### src/hw/rtl/pbrc_pkg.sv
// Package of the paced bandwidth release curve block.
// Holds codes, item and handshake structs, and state types; no dependencies.
`timescale 1ns / 1ps
`default_nettype none
package pbrc_pkg;

   localparam logic [1:0] KIND_START  = 2'd0;
   localparam logic [1:0] KIND_QUERY  = 2'd1;
   localparam logic [1:0] KIND_CHARGE = 2'd2;

   localparam logic [1:0] PRI_LOW    = 2'd0;
   localparam logic [1:0] PRI_NORMAL = 2'd1;
   localparam logic [1:0] PRI_HIGH   = 2'd2;

   localparam logic [1:0] MODE_BALANCED   = 2'd0;
   localparam logic [1:0] MODE_RELAXED    = 2'd1;
   localparam logic [1:0] MODE_AGGRESSIVE = 2'd2;

   localparam logic [1:0] CSR_CURVE_MODE = 2'd0;
   localparam logic [1:0] CSR_EXEC_INC   = 2'd1;
   localparam logic [1:0] CSR_RELEASE_Q  = 2'd2;

   localparam logic [31:0] EXEC_INC_RESET  = 32'd16384;
   localparam logic [31:0] RELEASE_Q_RESET = 32'd16384;

   typedef enum logic [1:0] {
      OP_START,
      OP_QUERY,
      OP_CHARGE
   } op_type;

   typedef struct packed {
      op_type      op;
      logic [47:0] time_msec;
      logic [31:0] span_ms;
      logic [31:0] up_quota;
      logic [31:0] down_quota;
      logic        direction;
      logic [1:0]  priority_req;
      logic        applies;
      logic [31:0] byte_count;
   } item_type;

   typedef struct packed {
      logic        start;
      logic [31:0] t;
      logic        which;
   } cv_req_type;

   typedef struct packed {
      logic        done;
      logic [31:0] value;
   } cv_rsp_type;

   typedef enum logic [3:0] {
      CV_IDLE,
      CV_DIV,
      CV_SQRT,
      CV_P2,
      CV_P3,
      CV_SQ,
      CV_PS,
      CV_BUD,
      CV_FIN
   } cv_state_type;

   typedef enum logic [3:0] {
      BK_IDLE,
      BK_QCHK,
      BK_NAW,
      BK_LREL,
      BK_LAW,
      BK_DEC,
      BK_WINIT,
      BK_WLOOP,
      BK_WWAIT,
      BK_WCLAMP,
      BK_WDONE,
      BK_OUT
   } bk_state_type;

endpackage
`default_nettype wire

### src/hw/rtl/pbrc_rsp_if.sv
// Response channel interface: valid, ready and the fields of one result item.
// No dependencies.
`timescale 1ns / 1ps
`default_nettype none
interface pbrc_rsp_if;
   logic        valid;
   logic        ready;
   logic [31:0] allowed_bytes;
   logic [48:0] wake_msec;

   modport source (output valid, allowed_bytes, wake_msec, input ready);
   modport sink (input valid, allowed_bytes, wake_msec, output ready);
endinterface
`default_nettype wire

### src/hw/rtl/pbrc_back.sv
// Back end: pulse state, charges, configuration and the admit query sequencer.
// Depends on pbrc_pkg and pbrc_rsp_if; drives the curve unit.
`timescale 1ns / 1ps
`default_nettype none
module pbrc_back import pbrc_pkg::*; (
   input  logic        clock,
   input  logic        reset,
   input  logic        q_valid,
   input  item_type    q_item,
   output logic        q_pop,
   input  logic        csr_we,
   input  logic [1:0]  csr_index,
   input  logic [31:0] csr_wdata,
   output cv_req_type  cv_req,
   input  cv_rsp_type  cv_rsp,
   output logic [31:0] cv_budget,
   output logic [31:0] cv_length,
   output logic [1:0]  cv_mode,
   pbrc_rsp_if.source  rsp_if
);

   bk_state_type state_ff, state_in;
   logic [47:0]  begin_ff, begin_in;
   logic [31:0]  len_ff, len_in;
   logic [48:0]  end_ff, end_in;
   logic [31:0]  bud_ff [2];
   logic [31:0]  bud_in [2];
   logic [31:0]  nlu_ff [2];
   logic [31:0]  nlu_in [2];
   logic [31:0]  lu_ff [2];
   logic [31:0]  lu_in [2];
   logic [1:0]   mode_ff, mode_in;
   logic [31:0]  inc_ff, inc_in;
   logic [31:0]  quant_ff, quant_in;

   logic         qd_ff, qd_in;
   logic [1:0]   qpri_ff, qpri_in;
   logic         qapp_ff, qapp_in;
   logic [47:0]  qnow_ff, qnow_in;
   logic [31:0]  na_ff, na_in, la_ff, la_in;
   logic         wsel_ff, wsel_in;
   logic [31:0]  lo_ff, lo_in, hi_ff, hi_in, mid_ff, mid_in, tgt_ff, tgt_in;
   logic [48:0]  wsum_ff, wsum_in, wv_ff, wv_in, w1_ff, w1_in;
   logic [31:0]  res_alw_ff, res_alw_in;
   logic [48:0]  res_wake_ff, res_wake_in;
   logic         rsp_valid_ff, rsp_valid_in;
   logic [31:0]  rsp_alw_ff, rsp_alw_in;
   logic [48:0]  rsp_wake_ff, rsp_wake_in;

   logic [31:0] cur_bud, cur_nu, cur_lu, used, el, nr, lr, ninc, linc, grant, wmid;
   logic [48:0] diff, now1, fin, wc;
   logic        rel_full, now_lt_end, waiting;
   logic [32:0] csum;

   // Room left before the next target, capped by the release quantum.
   function automatic logic [31:0] step_inc(input logic [31:0] u, input logic [31:0] b,
                                            input logic [31:0] q);
      logic [31:0] r;
      r = b - u;
      if (u >= b) begin
         return 32'd0;
      end
      return (r > q) ? q : r;
   endfunction

   assign cur_bud    = bud_ff[qd_ff];
   assign cur_nu     = nlu_ff[qd_ff];
   assign cur_lu     = lu_ff[qd_ff];
   assign diff       = {1'b0, qnow_ff} - {1'b0, begin_ff};
   assign now1       = {1'b0, qnow_ff} + 49'd1;
   assign rel_full   = (now1 >= end_ff);
   assign now_lt_end = ({1'b0, qnow_ff} < end_ff);
   assign fin        = end_ff - 49'd1;
   assign used       = wsel_ff ? cur_lu : cur_nu;
   assign wmid       = lo_ff + ((hi_ff - lo_ff) >> 1);

   always_comb begin
      // A query before the pulse start counts as zero elapsed.
      if (qnow_ff < begin_ff) begin
         el = 32'd0;
      end else if (diff[47:0] > {16'd0, len_ff}) begin
         el = len_ff;
      end else begin
         el = diff[31:0];
      end
   end

   always_comb begin
      nr    = (na_ff > cur_nu) ? na_ff - cur_nu : 32'd0;
      lr    = (la_ff > cur_lu) ? la_ff - cur_lu : 32'd0;
      ninc  = step_inc(cur_nu, cur_bud, quant_ff);
      linc  = step_inc(cur_lu, cur_bud, quant_ff);
      grant = (qpri_ff == PRI_NORMAL || nr < lr) ? nr : lr;
      if (qpri_ff == PRI_NORMAL) begin
         waiting = (nr < ninc) && now_lt_end;
      end else begin
         waiting = ((nr < ninc) || (lr < linc)) && now_lt_end;
      end
      wc = (wsum_ff <= {1'b0, qnow_ff}) ? now1 : wsum_ff;
   end

   always_comb begin
      state_in    = state_ff;
      begin_in    = begin_ff;
      len_in      = len_ff;
      end_in      = end_ff;
      bud_in      = bud_ff;
      nlu_in      = nlu_ff;
      lu_in       = lu_ff;
      mode_in     = mode_ff;
      inc_in      = inc_ff;
      quant_in    = quant_ff;
      qd_in       = qd_ff;
      qpri_in     = qpri_ff;
      qapp_in     = qapp_ff;
      qnow_in     = qnow_ff;
      na_in       = na_ff;
      la_in       = la_ff;
      wsel_in     = wsel_ff;
      lo_in       = lo_ff;
      hi_in       = hi_ff;
      mid_in      = mid_ff;
      tgt_in      = tgt_ff;
      wsum_in     = wsum_ff;
      wv_in       = wv_ff;
      w1_in       = w1_ff;
      res_alw_in  = res_alw_ff;
      res_wake_in = res_wake_ff;
      rsp_valid_in = rsp_valid_ff && !rsp_if.ready;
      rsp_alw_in  = rsp_alw_ff;
      rsp_wake_in = rsp_wake_ff;
      q_pop       = 1'b0;
      cv_req.start = 1'b0;
      cv_req.t     = el;
      cv_req.which = 1'b0;
      csum        = 33'd0;

      if (csr_we) begin
         case (csr_index)
            CSR_CURVE_MODE: mode_in  = csr_wdata[1:0];
            CSR_EXEC_INC:   inc_in   = csr_wdata;
            CSR_RELEASE_Q:  quant_in = csr_wdata;
            default:        ;
         endcase
      end

      case (state_ff)
         BK_IDLE: begin
            if (q_valid) begin
               q_pop = 1'b1;
               case (q_item.op)
                  OP_START: begin
                     begin_in  = q_item.time_msec;
                     len_in    = q_item.span_ms;
                     end_in    = {1'b0, q_item.time_msec} + {17'd0, q_item.span_ms};
                     bud_in[0] = q_item.up_quota;
                     bud_in[1] = q_item.down_quota;
                     nlu_in[0] = 32'd0;
                     nlu_in[1] = 32'd0;
                     lu_in[0]  = 32'd0;
                     lu_in[1]  = 32'd0;
                  end
                  OP_CHARGE: begin
                     // Low priority advances both counters, high priority neither, the others only the first.
                     if (q_item.byte_count != 32'd0 && q_item.priority_req != PRI_HIGH &&
                         q_item.applies) begin
                        csum = {1'b0, nlu_ff[q_item.direction]} + {1'b0, q_item.byte_count};
                        nlu_in[q_item.direction] =
                           (csum < {1'b0, bud_ff[q_item.direction]}) ? csum[31:0]
                                                                     : bud_ff[q_item.direction];
                        if (q_item.priority_req == PRI_LOW) begin
                           csum = {1'b0, lu_ff[q_item.direction]} + {1'b0, q_item.byte_count};
                           lu_in[q_item.direction] =
                              (csum < {1'b0, bud_ff[q_item.direction]}) ? csum[31:0]
                                                                        : bud_ff[q_item.direction];
                        end
                     end
                  end
                  OP_QUERY: begin
                     qd_in    = q_item.direction;
                     qpri_in  = q_item.priority_req;
                     qapp_in  = q_item.applies;
                     qnow_in  = q_item.time_msec;
                     state_in = BK_QCHK;
                  end
                  default: ;
               endcase
            end
         end
         BK_QCHK: begin
            if (qpri_ff == PRI_HIGH || len_ff == 32'd0 || cur_bud == 32'd0 || !qapp_ff) begin
               res_alw_in  = inc_ff;
               res_wake_in = 49'd0;
               state_in    = BK_OUT;
            end else if (rel_full) begin
               na_in    = cur_bud;
               state_in = BK_LREL;
            end else begin
               cv_req.start = 1'b1;
               state_in     = BK_NAW;
            end
         end
         BK_NAW: begin
            if (cv_rsp.done) begin
               na_in    = cv_rsp.value;
               state_in = BK_LREL;
            end
         end
         BK_LREL: begin
            if (qpri_ff == PRI_NORMAL) begin
               state_in = BK_DEC;
            end else if (rel_full) begin
               la_in    = cur_bud;
               state_in = BK_DEC;
            end else begin
               cv_req.start = 1'b1;
               cv_req.which = 1'b1;
               state_in     = BK_LAW;
            end
         end
         BK_LAW: begin
            if (cv_rsp.done) begin
               la_in    = cv_rsp.value;
               state_in = BK_DEC;
            end
         end
         BK_DEC: begin
            if (waiting) begin
               wsel_in  = 1'b0;
               state_in = BK_WINIT;
            end else begin
               res_alw_in  = (grant < inc_ff) ? grant : inc_ff;
               res_wake_in = 49'd0;
               state_in    = BK_OUT;
            end
         end
         BK_WINIT: begin
            if (used >= cur_bud) begin
               wv_in    = 49'd0;
               state_in = BK_WDONE;
            end else begin
               tgt_in   = used + step_inc(used, cur_bud, quant_ff);
               lo_in    = 32'd0;
               hi_in    = len_ff;
               state_in = BK_WLOOP;
            end
         end
         BK_WLOOP: begin
            // Bisection for the earliest elapsed time whose curve reaches the target.
            if (lo_ff < hi_ff) begin
               mid_in       = wmid;
               cv_req.start = 1'b1;
               cv_req.t     = wmid;
               cv_req.which = wsel_ff;
               state_in     = BK_WWAIT;
            end else begin
               wsum_in  = {1'b0, begin_ff} + {17'd0, lo_ff};
               state_in = BK_WCLAMP;
            end
         end
         BK_WWAIT: begin
            cv_req.t = mid_ff;
            if (cv_rsp.done) begin
               if (cv_rsp.value >= tgt_ff) begin
                  hi_in = mid_ff;
               end else begin
                  lo_in = mid_ff + 32'd1;
               end
               state_in = BK_WLOOP;
            end
         end
         BK_WCLAMP: begin
            wv_in    = (wc < fin) ? wc : fin;
            state_in = BK_WDONE;
         end
         BK_WDONE: begin
            res_alw_in = 32'd0;
            if (qpri_ff == PRI_NORMAL) begin
               res_wake_in = wv_ff;
               state_in    = BK_OUT;
            end else if (!wsel_ff) begin
               w1_in    = wv_ff;
               wsel_in  = 1'b1;
               state_in = BK_WINIT;
            end else begin
               res_wake_in = (w1_ff > wv_ff) ? w1_ff : wv_ff;
               state_in    = BK_OUT;
            end
         end
         BK_OUT: begin
            if (!rsp_valid_ff || rsp_if.ready) begin
               rsp_valid_in = 1'b1;
               rsp_alw_in   = res_alw_ff;
               rsp_wake_in  = res_wake_ff;
               state_in     = BK_IDLE;
            end
         end
         default: state_in = BK_IDLE;
      endcase
   end

   always_ff @(posedge clock) begin
      if (reset) begin
         state_ff     <= BK_IDLE;
         begin_ff     <= 48'd0;
         len_ff       <= 32'd0;
         end_ff       <= 49'd0;
         bud_ff[0]    <= 32'd0;
         bud_ff[1]    <= 32'd0;
         nlu_ff[0]    <= 32'd0;
         nlu_ff[1]    <= 32'd0;
         lu_ff[0]     <= 32'd0;
         lu_ff[1]     <= 32'd0;
         mode_ff      <= MODE_BALANCED;
         inc_ff       <= EXEC_INC_RESET;
         quant_ff     <= RELEASE_Q_RESET;
         rsp_valid_ff <= 1'b0;
      end else begin
         state_ff     <= state_in;
         begin_ff     <= begin_in;
         len_ff       <= len_in;
         end_ff       <= end_in;
         bud_ff       <= bud_in;
         nlu_ff       <= nlu_in;
         lu_ff        <= lu_in;
         mode_ff      <= mode_in;
         inc_ff       <= inc_in;
         quant_ff     <= quant_in;
         rsp_valid_ff <= rsp_valid_in;
      end
   end

   always_ff @(posedge clock) begin
      qd_ff       <= qd_in;
      qpri_ff     <= qpri_in;
      qapp_ff     <= qapp_in;
      qnow_ff     <= qnow_in;
      na_ff       <= na_in;
      la_ff       <= la_in;
      wsel_ff     <= wsel_in;
      lo_ff       <= lo_in;
      hi_ff       <= hi_in;
      mid_ff      <= mid_in;
      tgt_ff      <= tgt_in;
      wsum_ff     <= wsum_in;
      wv_ff       <= wv_in;
      w1_ff       <= w1_in;
      res_alw_ff  <= res_alw_in;
      res_wake_ff <= res_wake_in;
      rsp_alw_ff  <= rsp_alw_in;
      rsp_wake_ff <= rsp_wake_in;
   end

   assign cv_budget = cur_bud;
   assign cv_length = len_ff;
   assign cv_mode   = mode_ff;

   assign rsp_if.valid         = rsp_valid_ff;
   assign rsp_if.allowed_bytes = rsp_alw_ff;
   assign rsp_if.wake_msec     = rsp_wake_ff;

endmodule
`default_nettype wire

### src/flat_wrapper.sv
// flat-port wrapper written by rule: the top's interface ports become plain ports
module pbrc_back_flat import pbrc_pkg::*;
  (clock, reset, q_valid, q_item, q_pop, csr_we, csr_index, csr_wdata, cv_req, cv_rsp, cv_budget, cv_length, cv_mode, rsp_if_valid, rsp_if_allowed_bytes, rsp_if_wake_msec, rsp_if_ready);
  pbrc_rsp_if rsp_if_i ();
  input  logic clock;
  input  logic reset;
  input  logic q_valid;
  input  item_type q_item;
  output logic q_pop;
  input  logic csr_we;
  input  logic [1:0] csr_index;
  input  logic [31:0] csr_wdata;
  output cv_req_type cv_req;
  input  cv_rsp_type cv_rsp;
  output logic [31:0] cv_budget;
  output logic [31:0] cv_length;
  output logic [1:0] cv_mode;
  output wire logic [$bits(rsp_if_i.valid)-1:0] rsp_if_valid;
  output wire logic [$bits(rsp_if_i.allowed_bytes)-1:0] rsp_if_allowed_bytes;
  output wire logic [$bits(rsp_if_i.wake_msec)-1:0] rsp_if_wake_msec;
  input wire logic [$bits(rsp_if_i.ready)-1:0] rsp_if_ready;
  assign rsp_if_valid = rsp_if_i.valid;
  assign rsp_if_allowed_bytes = rsp_if_i.allowed_bytes;
  assign rsp_if_wake_msec = rsp_if_i.wake_msec;
  assign rsp_if_i.ready = rsp_if_ready;
  pbrc_back u_core (.clock(clock), .reset(reset), .q_valid(q_valid), .q_item(q_item), .q_pop(q_pop), .csr_we(csr_we), .csr_index(csr_index), .csr_wdata(csr_wdata), .cv_req(cv_req), .cv_rsp(cv_rsp), .cv_budget(cv_budget), .cv_length(cv_length), .cv_mode(cv_mode), .rsp_if(rsp_if_i));
endmodule
### config.mk
export PLATFORM = sky130hd
export DESIGN_NAME = pbrc_back_flat
export DESIGN_NICKNAME = d
export VERILOG_FILES = /design/src/hw/rtl/pbrc_pkg.sv /design/src/hw/rtl/pbrc_rsp_if.sv /design/src/hw/rtl/pbrc_back.sv /design/src/flat_wrapper.sv
export SDC_FILE = /design/constraint.sdc
export NUM_CORES = 2
export LEC_CHECK = 0
export BUFFER_PORTS_ARGS = -buffer_cell sky130_fd_sc_hd__buf_2
export CAP_MARGIN = 20
export CORE_MARGIN = 4
export CORE_UTILIZATION = 45
export CTS_CLUSTER_SIZE = 25
export DETAILED_ROUTE_END_ITERATION = 7
export PLACE_DENSITY_LB_ADDON = 0.2
export SYNTH_ARGS = -nofsm -noshare
export SYNTH_HDL_FRONTEND = slang
export SYNTH_SLANG_ARGS = --single-unit
### constraint.sdc
create_clock -name clock -period 16.7 [get_ports clock]
set_input_delay 0.835 -clock clock [delete_from_list [all_inputs] [get_ports clock]]
set_output_delay 0.835 -clock clock [all_outputs]
set_load 0.05 [all_outputs]
; Word level (Yosys, flattened, before mapping)
; Cells that the tools add are included.
[op_classes]
bitwise = 6
n_addsub = 16
order_cmp = 26
n_mux = 108
eq_ne = 39
n_reduce_logical = 50
[ops]
columns = op, n
row1 = 2-to-1 mux 32 bit, 50
row2 = 2-to-1 mux 49 bit, 8
row3 = case mux 32 bit (2 select lines), 5
row4 = case mux 64 bit (2 select lines), 2
row5 = 2-to-1 mux 64 bit, 3
row6 = subtractor 32 bit, 6
row7 = > comparator 32 bit, 5
row8 = less-than comparator 32 bit, 5
row9 = case mux 49 bit (3 select lines), 1
row10 = bitwise mux 64 bit, 2
row11 = >= comparator 32 bit, 4
row12 = adder 48 x 32 -> 49 bit, 2
row13 = case mux 49 bit (2 select lines), 1
row14 = case mux 32 bit (3 select lines), 1
row15 = adder 32 x 32 -> 33 bit, 2
row16 = less-than comparator 33 x 32 -> 1 bit, 2
row17 = logical NOT 32 bit, 2
row18 = adder 48 x 1 -> 49 bit (second input constant), 1
row19 = >= comparator 49 bit, 1
row20 = > comparator 49 bit, 1
row21 = less-or-equal comparator 49 x 48 -> 1 bit, 1
row22 = less-than comparator 48 x 49 -> 1 bit, 1
row23 = less-than comparator 49 bit, 1
row24 = subtractor 49 x 1 -> 49 bit (second input constant), 1
row25 = other kinds (39), 137
[totals]
regBits = 946

; Depth between registers and ports, before layout
[logic_depth]
word_depth = 14
ltp_mapped = 45
ltp_nobuf = 40

; Worst setup path after synthesis
; Ideal clock, no wire load.
[synth_path]
path_kind = flip-flop to flip-flop
start = register u_core.qd_ff
end = register u_core.res_wake_ff[0], enable pin
stages_incl_launch_ff = 41
synth_period_minus_slack_ps = 9922
arrival_time_ps = 9519
n_path_buf = 6
path_slack_ps = 6778
path_cell_list = edfxtp_1 > clkbuf_1 > clkbuf_1 > clkbuf_1 > clkbuf_1 > mux2_2 > inv_1 > ha_1 > nor2b_1 > o21ai_1 > a21boi_1 > o41ai_1 > a21oi_1 > or4_1 > and2_1 > a311oi_1 > nor3b_1 > o21a_1 > [5 not listed] > and2_1 > nand2_1 > nor3_1 > a31o_2 > o21ai_0 > clkbuf_1 > clkbuf_1 > and2_1 > a32oi_1 > ha_1 > nand4_1 > or2_2 > nor3_1 > and3_1 > nand3_1 > o211ai_1 > nand3b_1 > inv_1
[synth_between]
elab_chain_cells = 14
[synth_rtl]
columns = element, line_no
row1 = "start, declared", pbrc_back.sv:36  ; logic qd_ff, qd_in;
row2 = "start signal, assigned", pbrc_back.sv:334  ; qd_ff <= qd_in;
row3 = NOT 1 -> 2 bit (implied by the code) (*), "pbrc_back.sv:66, pbrc_back.sv:67, pbrc_back.sv:68"
row4 = 2-to-1 mux 32 bit (on tied branches) (3 in series), "pbrc_back.sv:66, pbrc_back.sv:67, pbrc_back.sv:68"
row5 = subtractor 32 bit, pbrc_back.sv:59  ; r = b - u;
row6 = > comparator 32 bit, pbrc_back.sv:63  ; return (r > q) ? q : r;
row7 = 2-to-1 mux 32 bit (2 in series), pbrc_back.sv:63
row8 = less-than comparator 32 bit (on tied branches), "pbrc_back.sv:95, pbrc_back.sv:97"
row9 = logical OR 1 bit, pbrc_back.sv:97  ; waiting = ((nr < ninc) || (lr < linc)) && now_lt_end;
row10 = logical AND 1 bit, pbrc_back.sv:97
row11 = 2-to-1 mux 1 bit, pbrc_back.sv:94  ; if (qpri_ff == PRI_NORMAL) begin
row12 = != test 2 bit (no line), --
row13 = AND reduction 4 bit (no line) (*), --
row14 = "end signal, assigned", pbrc_back.sv:349  ; res_wake_ff <= res_wake_in;
row15 = "end, declared", pbrc_back.sv:45  ; logic [48:0] res_wake_ff, res_wake_in;
; Mark *: on every way between the ends. The rest lies on a longest branch, timed or not. The select of a mux whose other input is x is not followed.
; A chain may end at the register's enable or synchronous reset.

; Worst setup path in the final report
[layout_path]
start = register u_core.qd_ff
end = register u_core.tgt_ff[30], data pin
[layout_between]
elab_chain_cells = 12
[layout_rtl]
columns = element, line_no
row1 = NOT 1 -> 2 bit (implied by the code) (*), "pbrc_back.sv:66, pbrc_back.sv:67, pbrc_back.sv:68"
row2 = 2-to-1 mux 32 bit (on tied branches) (3 in series), "pbrc_back.sv:67, pbrc_back.sv:68"
row3 = 2-to-1 mux 32 bit, pbrc_back.sv:74  ; assign used = wsel_ff ? cur_lu : cur_nu;
row4 = subtractor 32 bit, pbrc_back.sv:59
row5 = > comparator 32 bit, pbrc_back.sv:63
row6 = 2-to-1 mux 32 bit (2 in series), pbrc_back.sv:63
row7 = 2-to-1 mux 32 bit, pbrc_back.sv:238  ; if (used >= cur_bud) begin
row8 = 2-to-1 mux 32 bit, pbrc_back.sv:147  ; case (state_ff)
row9 = adder 32 bit (*), pbrc_back.sv:242  ; tgt_in = used + step_inc(used, cur_bud, quant_ff);
row10 = "end signal, assigned", pbrc_back.sv:344  ; tgt_ff <= tgt_in;
row11 = "end, declared", pbrc_back.sv:42  ; logic [31:0] lo_ff, lo_in, hi_ff, hi_in, mid_ff, mid_in, tgt_ff, tgt_in;
; Marks and branches as above.

==> results.json <==
{
  "status": "complete, no violations",
  "drive_above_1_share_pct": 11.0,
  "finalCriticalPeriod_ns": 11.55,
  "hold_class": "in2reg",
  "pre_cts_ws_ns": 5.15,
  "muxShareOfSynthArea_pct": 5.77,
  "yosys_warnings": 0,
  "avgSynthCellArea_sq_um": 8.64,
  "yosysMostFrequentCell": "nand2_1",
  "critPathKind": "reg2reg",
  "post_drt_wl_per_cell_um": 26.7,
  "clk_path_buf_depth": 3,
  "insertion_delay_ns": 0.80,
  "grt_pass1_vias": 66700,
  "track_usage_pct": 33.6,
  "synth_common_cells": "nand2_1 (1104), ha_1 (1021), a21oi_1 (828), inv_1 (678), edfxtp_1 (554)",
  "tightest_slew_ns": 1.31,
  "drc_errors": 0,
  "gp_congestion": 1.04,
  "finalHoldViolations": 0,
  "skew_ns": 0.0773,
  "via_per_inst": 6.09,
  "hpwl_mm": 255,
  "setup_viol_count_final": 0,
  "finalCritPeriodShare_pct": 69.2,
  "gr-total-overflow": 0,
  "numPortBuffers": 436,
  "synth-edff-count": 554,
  "ant_nets": 0,
  "p_leak_nw": 36.7,
  "drt-initial-drc-count": 8222,
  "cts_buffers": 109,
  "p_clk_share_pct": 20.3,
  "power-per-cell-area_nw_per_um2": 147,
  "rsz0062_at_grt": "false",
  "syn_to_final_growth_pct": 11.3,
  "drt-pass1-iter-count": 8,
  "max_freq_mhz": 86.6,
  "whs_ns": 0.276,
  "synth-compound-area-share_pct": 19.3,
  "tns_ns": 0,
  "grt_max_degree": 127,
  "synth_top_area_share_pct": 21.4,
  "crit_path_frequent_cell": "a21oi_1",
  "ys_seq_elements": 946,
  "async_reset_ff_share_pct": 0,
  "critPathMaxFanout": 52,
  "crit_arrival_ns": 12.08,
  "synth_top_family_by_area": "compound AO/OA/AOI/OAI gates",
  "intPower_w": 0.00691,
  "vdd_drop_max_uv": 152,
  "initial_utilization_pct": 45.3,
  "synthTopCellsByArea": "edfxtp_1 (21%), ha_1 (16%), dfxtp_1 (10%)",
  "cts_tree": "yes",
  "switching_power_w": 0.00578,
  "seq_power_share_pct": 24.0,
  "maxSlewViolCount": 0,
  "syn_area_sq_um": 77700,
  "reg.largest.list": "u_core.bud_ff: 64 flops, u_core.lu_ff: 64 flops, u_core.nlu_ff: 64 flops",
  "cts_resized": 0,
  "synth_ff_type": "edfxtp_1",
  "ios": 437,
  "max_stage_delay_ns": 0.81,
  "sw_frac_of_total_pct": 45.6,
  "yosys.area_share.adder_pct": 16.8,
  "dieArea_sq_um": 179000,
  "crit_path_end_kind": "register",
  "syn-num-nets": 10300,
  "synth.largest_area_cell": "edfxtp_1",
  "die_y_um": 424,
  "synth_cell_types": 99,
  "synth_cells": 8996,
  "critPathSlowestCell": "buf_4",
  "hold_buffers": 0,
  "cp-start-kind": "register",
  "clockRootBuffer": "clkbuf_16",
  "chipWidth_um": 424,
  "antenna_found_initial": 23,
  "routed_wl_mm": 314,
  "num_vias": 71600,
  "core_sq_um": 172000,
  "clk_pin_slew_worst_paths_ns": 0.07,
  "nets": 10600,
  "pwr-share-comb_pct": 55.7,
  "rows": 152,
  "postCtsSetupBuffers": 0,
  "setup_ws_ns": 5.15,
  "htree_num_levels": 3,
  "yosysSeqAreaShare_pct": 31.5,
  "synth-simple-area-share_pct": 16.4,
  "synth_xor_area_share_pct": 5.41,
  "cts.sinks": 946,
  "maxCapViolations": 0,
  "cp.required_ns": 17.23,
  "max_slew_margin_pct": 12.4,
  "grt_pass1_wl_mm": 451
}
==> power groups by stage <==
stage | clock network (W) | logic, W | registers, W
5_1_grt | 0.00271 | 0.00775 | 0.00306
3_3_place_gp | 0 | 0.00686 | 0.00308
3_5_place_dp | 0 | 0.00690 | 0.00308
2_1_floorplan | 0 | 0.00477 | 0.00301
6_report | 0.00258 | 0.00706 | 0.00304
4_1_cts | 0.00262 | 0.00694 | 0.00303
==> metrics by stage <==
step                      cells  total power [W]  instance area [sq um]  util [%]
after floorplan            8996          0.00778                  77700         -
after CTS                 11700           0.0126                  86400      50.4
after global routing      11800           0.0135                  86500      50.4
final                     11800           0.0127                  86500      50.4
after detailed placement  11500          0.00998                  82600      48.2
after global placement    11500          0.00994                  82600      48.1
==> critical path: cells and delay by family, from the launching register on <==
family / cells / cell delay (ns)
AOI/OAI and AO/OA: 25 / 5.94
xor gates and xnor gates: 2 / 0.33
adders and majority gates: 4 / 1.35
buffers and inverters: 3 / 1.82
DFF: 1 / 0.32
muxes: 2 / 0.65
and+or+nand+nor: 5 / 0.76
==> path summary, 6_finish.rpt <==
kind | from | to | slack [ns] | depth (start not counted)
worst max-delay path | u_core.qd_ff | u_core.tgt_ff[30] | 5.15 | 41
worst min-delay path | q_item[63] | u_core.bud_ff[27] | 0.28 | 3
worst max register to register | u_core.qd_ff | u_core.tgt_ff[30] | 5.15 | 41
worst min register to register | u_core.res_alw_ff[1] | u_core.rsp_if.allowed_bytes[1] | 0.38 | 0
==> area by class of cell <==
type,count,area (sq um)
Clock inverter,69,807
Clock buffer,139,3010
Fill cell,16300,85000
Antenna cell,16,40.0
Multi-Input combinational cell,7066,49800
Sequential cell,946,24500
Timing Repair Buffer,531,2950
Tap cell,2310,2890
Inverter,681,2560
==> logic make-up after synthesis <==
| family | Yosys count |
|---|---|
| AOI/OAI and AO/OA | 2423 |
| adders and majority gates | 1034 |
| xor gates and xnor gates | 480 |
| DFF | 946 |
| and+or+nand+nor | 2711 |
| muxes | 418 |
| buffers and inverters | 984 |
==> cell usage in the layout (no fill, tap or decap), drive strengths merged, types with 48 or more instances in the layout <==
cell type     n
nand4       184
mux2        238
clkbuf      139
a211oi       78
a21oi       828
nand2      1105
o211ai      105
a31oi        63
mux2i       180
nor2        520
a21o        332
dfxtp       392
ha         1021
and3         69
nand2b       95
nand3       198
a21boi       49
o21ai       542
o21a        120
nor3        135
nor4         61
xor2        124
o21bai       48
and2         48
edfxtp      554
nor2b       119
buf         531
inv         687
or3          51
xnor2       356
==> routing by layer <==
metal	global-route usage (%)	share of wire (%)
met5	0	0
met4	13.6	4.7
met3	5.61	9.3
met2	48.2	40
met1	49.9	46
Note: power is estimated with default switching activity, not from simulation.
